$ cat config.mk
export PLATFORM = sky130hd
export DESIGN_NAME = gwbs_div
export DESIGN_NICKNAME = d
export VERILOG_FILES = /design/src/hdl/assert_macros.svh /design/src/hdl/gwbs_div.sv
export SDC_FILE = /design/constraint.sdc
export NUM_CORES = 1
export LEC_CHECK = 0
export ABC_AREA = 0
export BUFFER_PORTS_ARGS = -buffer_cell sky130_fd_sc_hd__buf_2
export CAP_MARGIN = 0
export CORE_UTILIZATION = 55
export CTS_BUF_LIST = sky130_fd_sc_hd__clkbuf_2
export CTS_CLUSTER_DIAMETER = 150
export DETAILED_ROUTE_END_ITERATION = 6
export PLACE_DENSITY_LB_ADDON = 0.2
export SYNTH_ARGS = -nofsm -noshare
export SYNTH_HDL_FRONTEND = slang
export SYNTH_SLANG_ARGS = --single-unit
$ cat constraint.sdc
create_clock -name clk_i -period 3.4 [get_ports clk_i]
set_input_delay 0.68 -clock clk_i [delete_from_list [all_inputs] [get_ports clk_i]]
set_output_delay 0.68 -clock clk_i [all_outputs]
set_load 0.005 [all_outputs]
$ cat src/hdl/assert_macros.svh
// Assertion helpers shared by the RTL. Every check samples on clk_i and is
// off while rst_ni is low.
`ifndef ASSERT_MACROS_SVH
`define ASSERT_MACROS_SVH

// The property must hold at every sampled clock edge.
`define GWBS_ASSERT(lbl, prop, msg) \
  lbl: assert property (@(posedge clk_i) disable iff (!rst_ni) prop) else $error(msg);

// The expression must never be true at a sampled clock edge.
`define GWBS_ASSERT_NEVER(lbl, expr, msg) \
  lbl: assert property (@(posedge clk_i) disable iff (!rst_ni) !(expr)) else $error(msg);

`endif

$ cat src/hdl/gwbs_div.sv
// Restoring divider, one quotient bit per cycle. The caller guarantees that
// the quotient fits in Q_W bits.
module gwbs_div #(
  parameter int DEN_W = 24,
  parameter int Q_W   = 24
) (
  input  logic                 clk_i,
  input  logic                 rst_ni,
  input  logic                 start_i,
  input  logic [DEN_W+Q_W-1:0] num_i,
  input  logic [DEN_W-1:0]     den_i,
  output logic                 busy_o,
  output logic                 done_o,
  output logic [Q_W-1:0]       q_o
);

  localparam int CNT_W = $clog2(Q_W);

  logic             busy_q;
  logic             done_q;
  logic [CNT_W-1:0] cnt_q;
  logic [DEN_W:0]   rem_q;
  logic [DEN_W-1:0] den_q;
  logic [Q_W-1:0]   lo_q;
  logic [Q_W-1:0]   q_q;
  logic [DEN_W:0]   r2;
  logic             ge;

  // Trial subtraction of the next remainder.
  always_comb begin
    r2 = {rem_q[DEN_W-1:0], lo_q[Q_W-1]};
    ge = (r2 >= {1'b0, den_q});
  end

  always_ff @(posedge clk_i or negedge rst_ni) begin
    if (!rst_ni) begin
      busy_q <= 1'b0;
      done_q <= 1'b0;
      cnt_q  <= '0;
    end else begin
      done_q <= 1'b0;
      if (start_i) begin
        busy_q <= 1'b1;
        cnt_q  <= '0;
      end else if (busy_q) begin
        cnt_q <= cnt_q + CNT_W'(1);
        if (cnt_q == CNT_W'(Q_W - 1)) begin
          busy_q <= 1'b0;
          done_q <= 1'b1;
        end
      end
    end
  end

  always_ff @(posedge clk_i) begin
    if (start_i) begin
      rem_q <= {1'b0, num_i[DEN_W+Q_W-1:Q_W]};
      lo_q  <= num_i[Q_W-1:0];
      den_q <= den_i;
      q_q   <= '0;
    end else if (busy_q) begin
      rem_q <= ge ? r2 - {1'b0, den_q} : r2;
      lo_q  <= lo_q << 1;
      q_q   <= {q_q[Q_W-2:0], ge};
    end
  end

  assign busy_o = busy_q;
  assign done_o = done_q;
  assign q_o    = q_q;

endmodule
==> flow_summary.yaml <==
floorplanning:
  start_util: 0.572
  ios: 101
  chipWidth_um: 100
  std_cell_rows: 35
  fp.dieArea_sq_mm: 0.0101
  die_y_um: 100
  core_area_sq_mm: 0.00933
yosys:
  netlist_area_sq_mm: 0.00533
  yosysUniqueCellTypes: 53
  synth_edf_count: 72
  yosysSeqAreaShare: 0.529
  synth_warnings: 0
  yosysTopAreaCell: "edfxtp_1"
  yosys-top-cells-area: "edfxtp_1 (41%), dfxtp_1 (9.0%), mux2i_1 (7.1%), ha_1 (5.9%), mux2_2 (4.9%)"
  synth_top_area_frac: 0.406
  avgSynthCellArea_sq_um: 11.3
  syn_nets: 571
  ys_ff_latch: 103
  postSynthCellCount: 470
  synthFlopType: "edfxtp_1"
  synthArstFlopShare: 0.0680
grt:
  grtUsageTotal: 0.219
  antenna_found_initial: 0
  grt_pass1_wl_mm: 17.3
  grt_pass1_vias: 3780
  grt.overflow.total: 0
  grt_max_degree: 66
setup_path:
  ff2ff_path_depth: 13
  critPathMaxStageDelay_ns: 0.45
  startpoint_type: "flop"
  r2r_start: "lo_q[23]"
  cp_cell_sequence: "inv_1 -> ha_1 -> inv_1 -> fa_1 -> a21o_1 -> a221oi_4 -> a21oi_2 -> a21oi_2 -> nor2_1 -> or3_1 -> xnor2_1 -> nor2_1 -> a221o_1"
  rrSetupSlack_ns: 0.27
  cp_top_family: "compound AO/OA/AOI/OAI gates"
  crit_buf_inv: 2
  worstPathRequired_ns: 3.77
  cp_max_fo: 3
  worstSetupPathType: "reg2reg"
  cp-end-kind: "flop"
  arrival_ns: 3.50
  cp_slowest_cell: "edfxtp_1"
  r2r_end: "rem_q[18]"
  endpoint: "rem_q[18]"
  cp-startpoint: "lo_q[23]"
  cp.depth: 13
power_and_ir_drop:
  power_density_mw_per_mm2: 699
  p_total_mw: 4.25
  ir_drop_v: 0.000359
  p_leak_nw: 2.88
flow_run:
  maxCapViolCount: 0
cells_and_area:
  area_growth_pct: 14.2
  fillCellCount: 803
  drive_above_1_share: 0.279
  utilization: 0.652
  final_common_cell: "buf_2"
  stdcell_area_sq_mm: 0.00609
  most-common-layout-cells: "buf_2 (99), edfxtp_1 (72), nor2_1 (55)"
  nNetsFinal: 670
  diodes: 0
routing:
  wl_mm: 10.3
  vias: 3759
  drc: 0
  drt_iter0_drc: 137
  viasPerCell: 5.35
  wl_per_cell_um: 14.6
  first_pass_iters: 4
  antenna_left: 0
clocking:
  hold_buffers: 1
  insertion_delay_ns: 0.56
  cts_root_buf: "clkbuf_2"
  cts_buffer_depth: 2
  cts_made_buffers: 9
  clkSlewWorstSetupHoldPaths_ns: 0.28
  cts_tree: "built"
  htreeDepth: 3
  post_cts_buffers: 0
  cts_resized: 0
  clock-sinks: 103
timing:
  fmax_ghz: 0.320
  drv_slew: 0
  tns_ns: 0
  finalSetupViolCount: 0
  grt_setup_unrepaired: "no"
  tightestPinTransition_ns: 0.933
  period_share: 0.919
  fin_worst_skew_ns: 0.0341
  slew_headroom: 0.377
  fin_crit_ns: 3.13
  hold_viol_final: 0
  whs_ns: 0.267
hold_path:
  hold_path_class: "in2reg"
placement:
  portBuffers: 100
  post_dp_cell_area_sq_mm: 0.00597
  dp_hpwl_mm: 7.19
  place_congestion: 0.880
status:
  status: "complete, no violations"
sequential cells by signal, indices dropped and copies added, names as in the netlist:
| name | flops |
|---|---|
| busy_o | 1 |
| cnt_q | 5 |
| den_q | 24 |
| done_o | 1 |
| lo_q | 24 |
| q_o | 24 |
| rem_q | 24 |
power breakdown:
group	internal (mW)	total, mW	switching (mW)	leakage [nW]
sequential	1.61	1.72	0.110	1.03
combinational	0.899	1.97	1.07	1.78
clock	0.174	0.569	0.395	0.0769
total	2.68	4.25	1.57	2.88
cells by family (layout without fill, tap and decap cells):
| logic type | Yosys count | after routing | share of synthesized area |
|---|---|---|---|
| flops | 103 | 103 | 0.529 |
| buf+inv | 52 | 156 | 0.0380 |
| compound gates | 85 | 85 | 0.112 |
| fa+ha+maj | 26 | 26 | 0.0624 |
| xor+xnor | 26 | 26 | 0.0427 |
| mux | 61 | 61 | 0.120 |
| simple gates | 117 | 117 | 0.0967 |
worst min path at each step:
stage	startpoint	end	slack [ns]	depth (start not counted)
finish	den_i[1]	den_q[1]	0.27	1
global route	den_i[19]	den_q[19]	0.19	1
CTS	den_i[1]	den_q[1]	0.21	1
detailed placement	q_o[22]	q_o[22]	0.50	2
global placement	q_o[23]	q_o[23]	0.47	2
floorplan	rst_ni	busy_o	0.38	0
layout make-up:
class / instances / area, sq um / area share
multi-input cells: 315 / 2310 / 0.380
repair buffers: 108 / 566 / 0.0929
clock buffers: 10 / 50.0 / 0.00822
clock inverters: 6 / 60.1 / 0.00987
well taps: 129 / 161 / 0.0265
inverters: 32 / 120 / 0.0197
flip-flops and latches: 103 / 2820 / 0.463
layer usage:
metal / up-vias / track usage / part of all wire
met3: 17 / 0.0492 / 0.044
met4: 0 / 0.0736 / 0.014
met1: 1755 / 0.283 / 0.46
met5: - / 0 / 0
met2: 101 / 0.367 / 0.48
li1: 1886 / - / -
Yosys cell counts, types with 5 or more instances:
master and count:
edfxtp_1 72, nor2_1 55, mux2i_1 38, inv_1 32, nand2_1 29, a21oi_1 26, ha_1 25, dfxtp_1 24
mux2_2 23, o21ai_0 16, xnor2_1 16, clkbuf_1 11, xor2_1 10, dfrtp_1 7, and3_1 6, nand3_1 6
nand4_1 6, a21o_1 5, buf_1 5
through the flow:
| stage | instances | setup WS, ns |
|---|---|---|
| after CTS | 703 | 0.294 |
| after global routing | 703 | 0.117 |
| final | 703 | 0.274 |
| after floorplan | 470 | 0.530 |
| after global placement | 686 | 0.408 |
| after detailed placement | 686 | 0.312 |
No activity file was read; power rests on OpenSTA's default activity.
