$ cat src/hdl/assert_macros.svh
// Assertion helpers shared by the RTL. Every check samples on clk_i and is
// off while rst_ni is low.
`ifndef ASSERT_MACROS_SVH
`define ASSERT_MACROS_SVH

// The property must hold at every sampled clock edge.
`define GWBS_ASSERT(lbl, prop, msg) \
  lbl: assert property (@(posedge clk_i) disable iff (!rst_ni) prop) else $error(msg);

// The expression must never be true at a sampled clock edge.
`define GWBS_ASSERT_NEVER(lbl, expr, msg) \
  lbl: assert property (@(posedge clk_i) disable iff (!rst_ni) !(expr)) else $error(msg);

`endif

$ cat src/hdl/gwbs_pkg.sv
package gwbs_pkg;

  // Fixed field widths.
  localparam int TIME_W    = 48;
  localparam int WIN_W     = 16;
  localparam int RET_W     = 32;
  localparam int OCNT_W    = 7;
  localparam int NUM_LANES = 6;
  localparam int CFG_IDX_W = 2;
  localparam int CFG_W     = 32;

  // Weight table: GAUSS_STEPS must be a power of two.
  localparam int GAUSS_STEPS  = 64;
  localparam int IDX_W        = $clog2(GAUSS_STEPS);
  localparam int W_W          = 17;
  localparam int W_ONE        = 65536;
  localparam int ONE_SHIFT    = 16;
  localparam int TAYLOR_ORDER = 12;
  localparam logic [63:0] Q30_ONE   = 64'd1073741824;
  localparam logic [63:0] GAUSS_DEN = 64'(2 * GAUSS_STEPS * GAUSS_STEPS);

  // Millisecond thresholds turned into microseconds.
  localparam int US_PER_MS = 1000;
  localparam int WINUS_W   = 26;
  localparam int SPAN_W    = IDX_W + WIN_W;
  localparam int CEIL_W    = WIN_W + 1;
  localparam int THR_W     = 27;

  // Register reset values.
  localparam logic [WIN_W-1:0] WINDOW_RST = 16'd333;
  localparam logic [RET_W-1:0] RETAIN_RST = 32'd1000000;

  // Register indexes.
  localparam logic [CFG_IDX_W-1:0] CFG_WINDOW = 2'd0;
  localparam logic [CFG_IDX_W-1:0] CFG_RETAIN = 2'd1;

  typedef enum logic [2:0] {
    ST_IDLE,
    ST_WALK,
    ST_DROP,
    ST_DRAIN,
    ST_DIV,
    ST_OUT
  } state_e;

  typedef struct packed {
    logic shift;
    logic load;
  } cell_ctl_t;

  typedef logic [W_W-1:0] weight_t;
  typedef weight_t gauss_tab_t [GAUSS_STEPS];

  // exp(-n) in Q30 for n = 0..4.
  function automatic logic [63:0] exp_neg_int(logic [2:0] n);
    logic [63:0] r;
    case (n)
      3'd0:    r = 64'd1073741824;
      3'd1:    r = 64'd395007542;
      3'd2:    r = 64'd145315154;
      3'd3:    r = 64'd53458458;
      default: r = 64'd19666268;
    endcase
    return r;
  endfunction

  // Q16 Gaussian weights over the table index, sigma one third of the span.
  function automatic gauss_tab_t gauss_table();
    gauss_tab_t  tab;
    logic [63:0] x;
    logic [63:0] n;
    logic [63:0] f;
    logic [63:0] term;
    logic [63:0] pos;
    logic [63:0] neg;
    logic [63:0] ef;
    logic [63:0] v;
    for (int i = 0; i < GAUSS_STEPS; i++) begin
      x = ((64'd9 * 64'(i) * 64'(i)) << 30) / GAUSS_DEN;
      n = x >> 30;
      f = x & (Q30_ONE - 64'd1);
      if (n > 64'd4) begin
        n = 64'd4;
      end
      term = Q30_ONE;
      pos  = Q30_ONE;
      neg  = 64'd0;
      // Taylor series of exp(-f), alternating terms kept apart.
      for (int k = 1; k <= TAYLOR_ORDER; k++) begin
        term = ((term * f) >> 30) / 64'(k);
        if (k[0]) begin
          neg = neg + term;
        end else begin
          pos = pos + term;
        end
      end
      ef = (pos > neg) ? pos - neg : 64'd0;
      v = (ef * exp_neg_int(n[2:0])) >> 30;
      tab[i] = W_W'((v + 64'd8192) >> 14);
    end
    return tab;
  endfunction

endpackage

$ cat src/hdl/gwbs_cell.sv
// One history slot. The row of slots rotates toward slot zero, and any slot
// can take the new observation.
module gwbs_cell #(
  parameter int ENT_W = 193
) (
  input  logic                clk_i,
  input  gwbs_pkg::cell_ctl_t ctl_i,
  input  logic [ENT_W-1:0]    nbr_i,
  input  logic [ENT_W-1:0]    new_i,
  output logic [ENT_W-1:0]    ent_o
);

  logic [ENT_W-1:0] ent_q;
  logic [ENT_W-1:0] ent_d;

  // A load wins over a shift; otherwise the slot holds.
  always_comb begin
    priority if (ctl_i.load) begin
      ent_d = new_i;
    end else if (ctl_i.shift) begin
      ent_d = nbr_i;
    end else begin
      ent_d = ent_q;
    end
  end

  always_ff @(posedge clk_i) begin
    ent_q <= ent_d;
  end

  assign ent_o = ent_q;

endmodule

$ cat config.mk
export PLATFORM = sky130hd
export DESIGN_NAME = gwbs_cell
export DESIGN_NICKNAME = d
export VERILOG_FILES = /design/src/hdl/assert_macros.svh /design/src/hdl/gwbs_pkg.sv /design/src/hdl/gwbs_cell.sv
export SDC_FILE = /design/constraint.sdc
export NUM_CORES = 1
export LEC_CHECK = 0
export ABC_AREA = 1
export BUFFER_PORTS_ARGS = -buffer_cell sky130_fd_sc_hd__buf_2
export CAP_MARGIN = 20
export CELL_PAD_IN_SITES_DETAIL_PLACEMENT = 2
export CELL_PAD_IN_SITES_GLOBAL_PLACEMENT = 2
export CORE_AREA = 3 3 227 229
export DETAILED_ROUTE_END_ITERATION = 10
export DIE_AREA = 0 0 230 232
export GPL_ROUTABILITY_DRIVEN = 0
export PLACE_DENSITY_LB_ADDON = 0.15
export SYNTH_ARGS = -nofsm -noshare
export SYNTH_HDL_FRONTEND = slang
export SYNTH_SLANG_ARGS = --single-unit
$ cat constraint.sdc
create_clock -name clk_i -period 12.4 [get_ports clk_i]
set_input_delay 3.72 -clock clk_i [delete_from_list [all_inputs] [get_ports clk_i]]
set_output_delay 3.72 -clock clk_i [all_outputs]
set_load 0.1 [all_outputs]
==> results.md <==
* Seq/Total Area, Yosys at 0.695
* Worst-path clk slew at around 0.080 ns
* CP max stage delay at approximately 0.8 ns
* HP Class: in -> reg
* Area delta synth->final at 49.4%
* DR iter-0 viols at ~290
* DRT antenna net count at 0
* Leak pwr at between 0.006 and 0.007 uW
* Worst setup endpoint: ent_o[62]
* Max FFs per register at between 150 and 200
* Routed wire length at 40100 microns
* Max Fclk at roughly 0.17 GHz
* Met1 usage at 0.152
* # resized after CTS at 0
* Post-Layout Cell Count at 2077
* Largest net degree at the start of global routing at ~100
* Highest-delay cell along the critical path: buf_4
* Final setup viols at 0
* Mapped Cells at ~820
* Detailed Place HPWL at 31200 microns
* Most Frequent Cell on Critical Path: buf_4
* CP delay by family, top: buffers and inverters
* Share of cells above drive strength 1 at 0.446
* Yosys reg bits at around 190
* Post-Syn Area at 8340 sq um
* Most area-hungry cell type in the Yosys netlist: edfxtp_1
* Outcome: complete, no violations
* Clock root buffer: clkbuf_16
* Grt peak-use layer: met2
* Number of vias per cell at about 3.8
* Die W at around 230 microns
* Cell row count at 82
* Setup TNS at 0 ns
* Wire length per cell at between 15 and 20 microns
* CP Launch Type: primary input
* Netlist cell types at 7
* Hold Fails Final Rpt at 0
* Number of cells on the critical path at 4
* Crit path required time at roughly 13 ns
* CTS tree: done
* Met3 usage at 0.0855
* DR DRC count at 0
* Cell Area, Placed at 11800 sq um
* Main area contributors after synthesis: edfxtp_1 (70%), nand2_1 (26%), buf_6 (2.6%), buf_2 (0.90%), buf_4 (0.81%)
* Die Y at 232 microns
* Ordered list of cells on the worst path: buf_6, or2_4, buf_4, buf_4
* Port Buf Inserts at just under 600
* Starting Density at 0.167
* CP Launch Point: ctl_i[0]
* CTS Buf Count at 17
* Hold-fix buffers at CTS at 0
* Fin util at 0.250
* Vias in the first global route at 8616
* First-pass GRT wire length at approximately 57000 microns
* Avg Inst Size Synth at roughly 10 sq um
* RSZ-0062 raised after global routing: no
* Commonest non-fill, non-tap cell in the layout: buf_2
* Initial antenna violation count at 25
* CP endpoint kind: flop
* Slew HR at 0.359
* Most frequent cells in the layout: buf_2 (580), nand2_1 (579), edfxtp_1 (193)
* Area share of the largest cell type after synthesis at 0.695
* Final min period at 5.92 ns
* Drt pass-1 iters at 4
* Post-CTS setup buffers at 0
* CTS max path bufs at 2
* Final Power at 2180 uW
* Syn_nets at approximately 1200
* Maximum vdd drop at approximately 0.093 mV
* Dpl cells at slightly above 2000
* WS Path Type: in -> reg
* P per Cell Area at roughly 180 nW/um^2
* Tcrit/Tclk final at 0.478
* Clock sink total at between 150 and 200
* Number of top-level pins at around 580
* Grt total ovfl at 0
* Fin. max-slew vios at 0
* Core Box Area at around 50000 sq um
* Fin area at 12500 sq um
* Buf/Inv on CP at 3
* Vias at 7952
* Max FO, Critical Path at slightly below 60
* Total track usage at 0.148
* Max-Cap Viols at 0
* Yosys warns at 0
* Full die area at approximately 53000 sq um
* Nets at 1771
* Worst Max-Slew Pin Slew at 0.961 ns
* Critical Path AT at just over 6 ns
* H-tree depth at 4
* Met2 usage in global routing at 0.255
==> worst min-delay path by stage <==
stage / start / endpoint / slack (ns) / cells past startpoint
3_5_place_dp: nbr_i[89] / ent_o[89] / 3.99 / 3
5_1_grt: nbr_i[72] / ent_o[72] / 3.45 / 3
3_3_place_gp: nbr_i[42] / ent_o[42] / 3.98 / 3
6_report: nbr_i[80] / ent_o[80] / 3.49 / 3
2_1_floorplan: nbr_i[0] / ent_o[0] / 3.90 / 2
4_1_cts: nbr_i[80] / ent_o[80] / 3.42 / 3
==> power breakdown <==
group | internal [uW] | switching [uW]
sequential | 801 | 17.9
combinational | 112 | 648
clock | 320 | 282
total | 1230 | 948
==> through the flow <==
step / hold WS (ns) / setup slack (ns)
floorplan: 3.90 / 5.58
global placement: 3.98 / 5.95
detailed placement: 3.99 / 5.90
CTS: 3.42 / 6.48
global route: 3.45 / 6.36
finish: 3.49 / 6.48
==> cell usage after synthesis <==
| cell | number |
|---|---|
| nand2_1 | 579 |
| buf_4 | 9 |
| inv_4 | 1 |
| edfxtp_1 | 193 |
| or2_2 | 1 |
| buf_6 | 19 |
| buf_2 | 15 |
==> metal layers <==
| metal | routed length [microns] | vias up | part of all wire |
|---|---|---|---|
| met1 | 14800 | 3763 | 0.37 |
| li1 | - | 3770 | - |
| met4 | 631 | 28 | 0.016 |
| met5 | 176 | - | 0.0044 |
| met2 | 20000 | 330 | 0.50 |
| met3 | 4590 | 61 | 0.11 |
==> cell families (layout without fill, tap and decap cells) <==
family        count (synthesis)  after routing  share of synthesized area
simple gates                580            580                      0.261
buf+inv                      44            622                     0.0435
flops                       193            193                      0.695
other cells                   0             10                          0
==> layout make-up <==
class,count,area [sq um]
fill,5826,37400
sequential,193,5800
timing repair buffer,589,2990
multi-input combinational,580,2180
tap,672,841
clock buffer,17,425
clock inverter,15,181
antenna,10,25.0
inverter,1,8.76
Note: power is estimated with default switching activity, not from simulation.
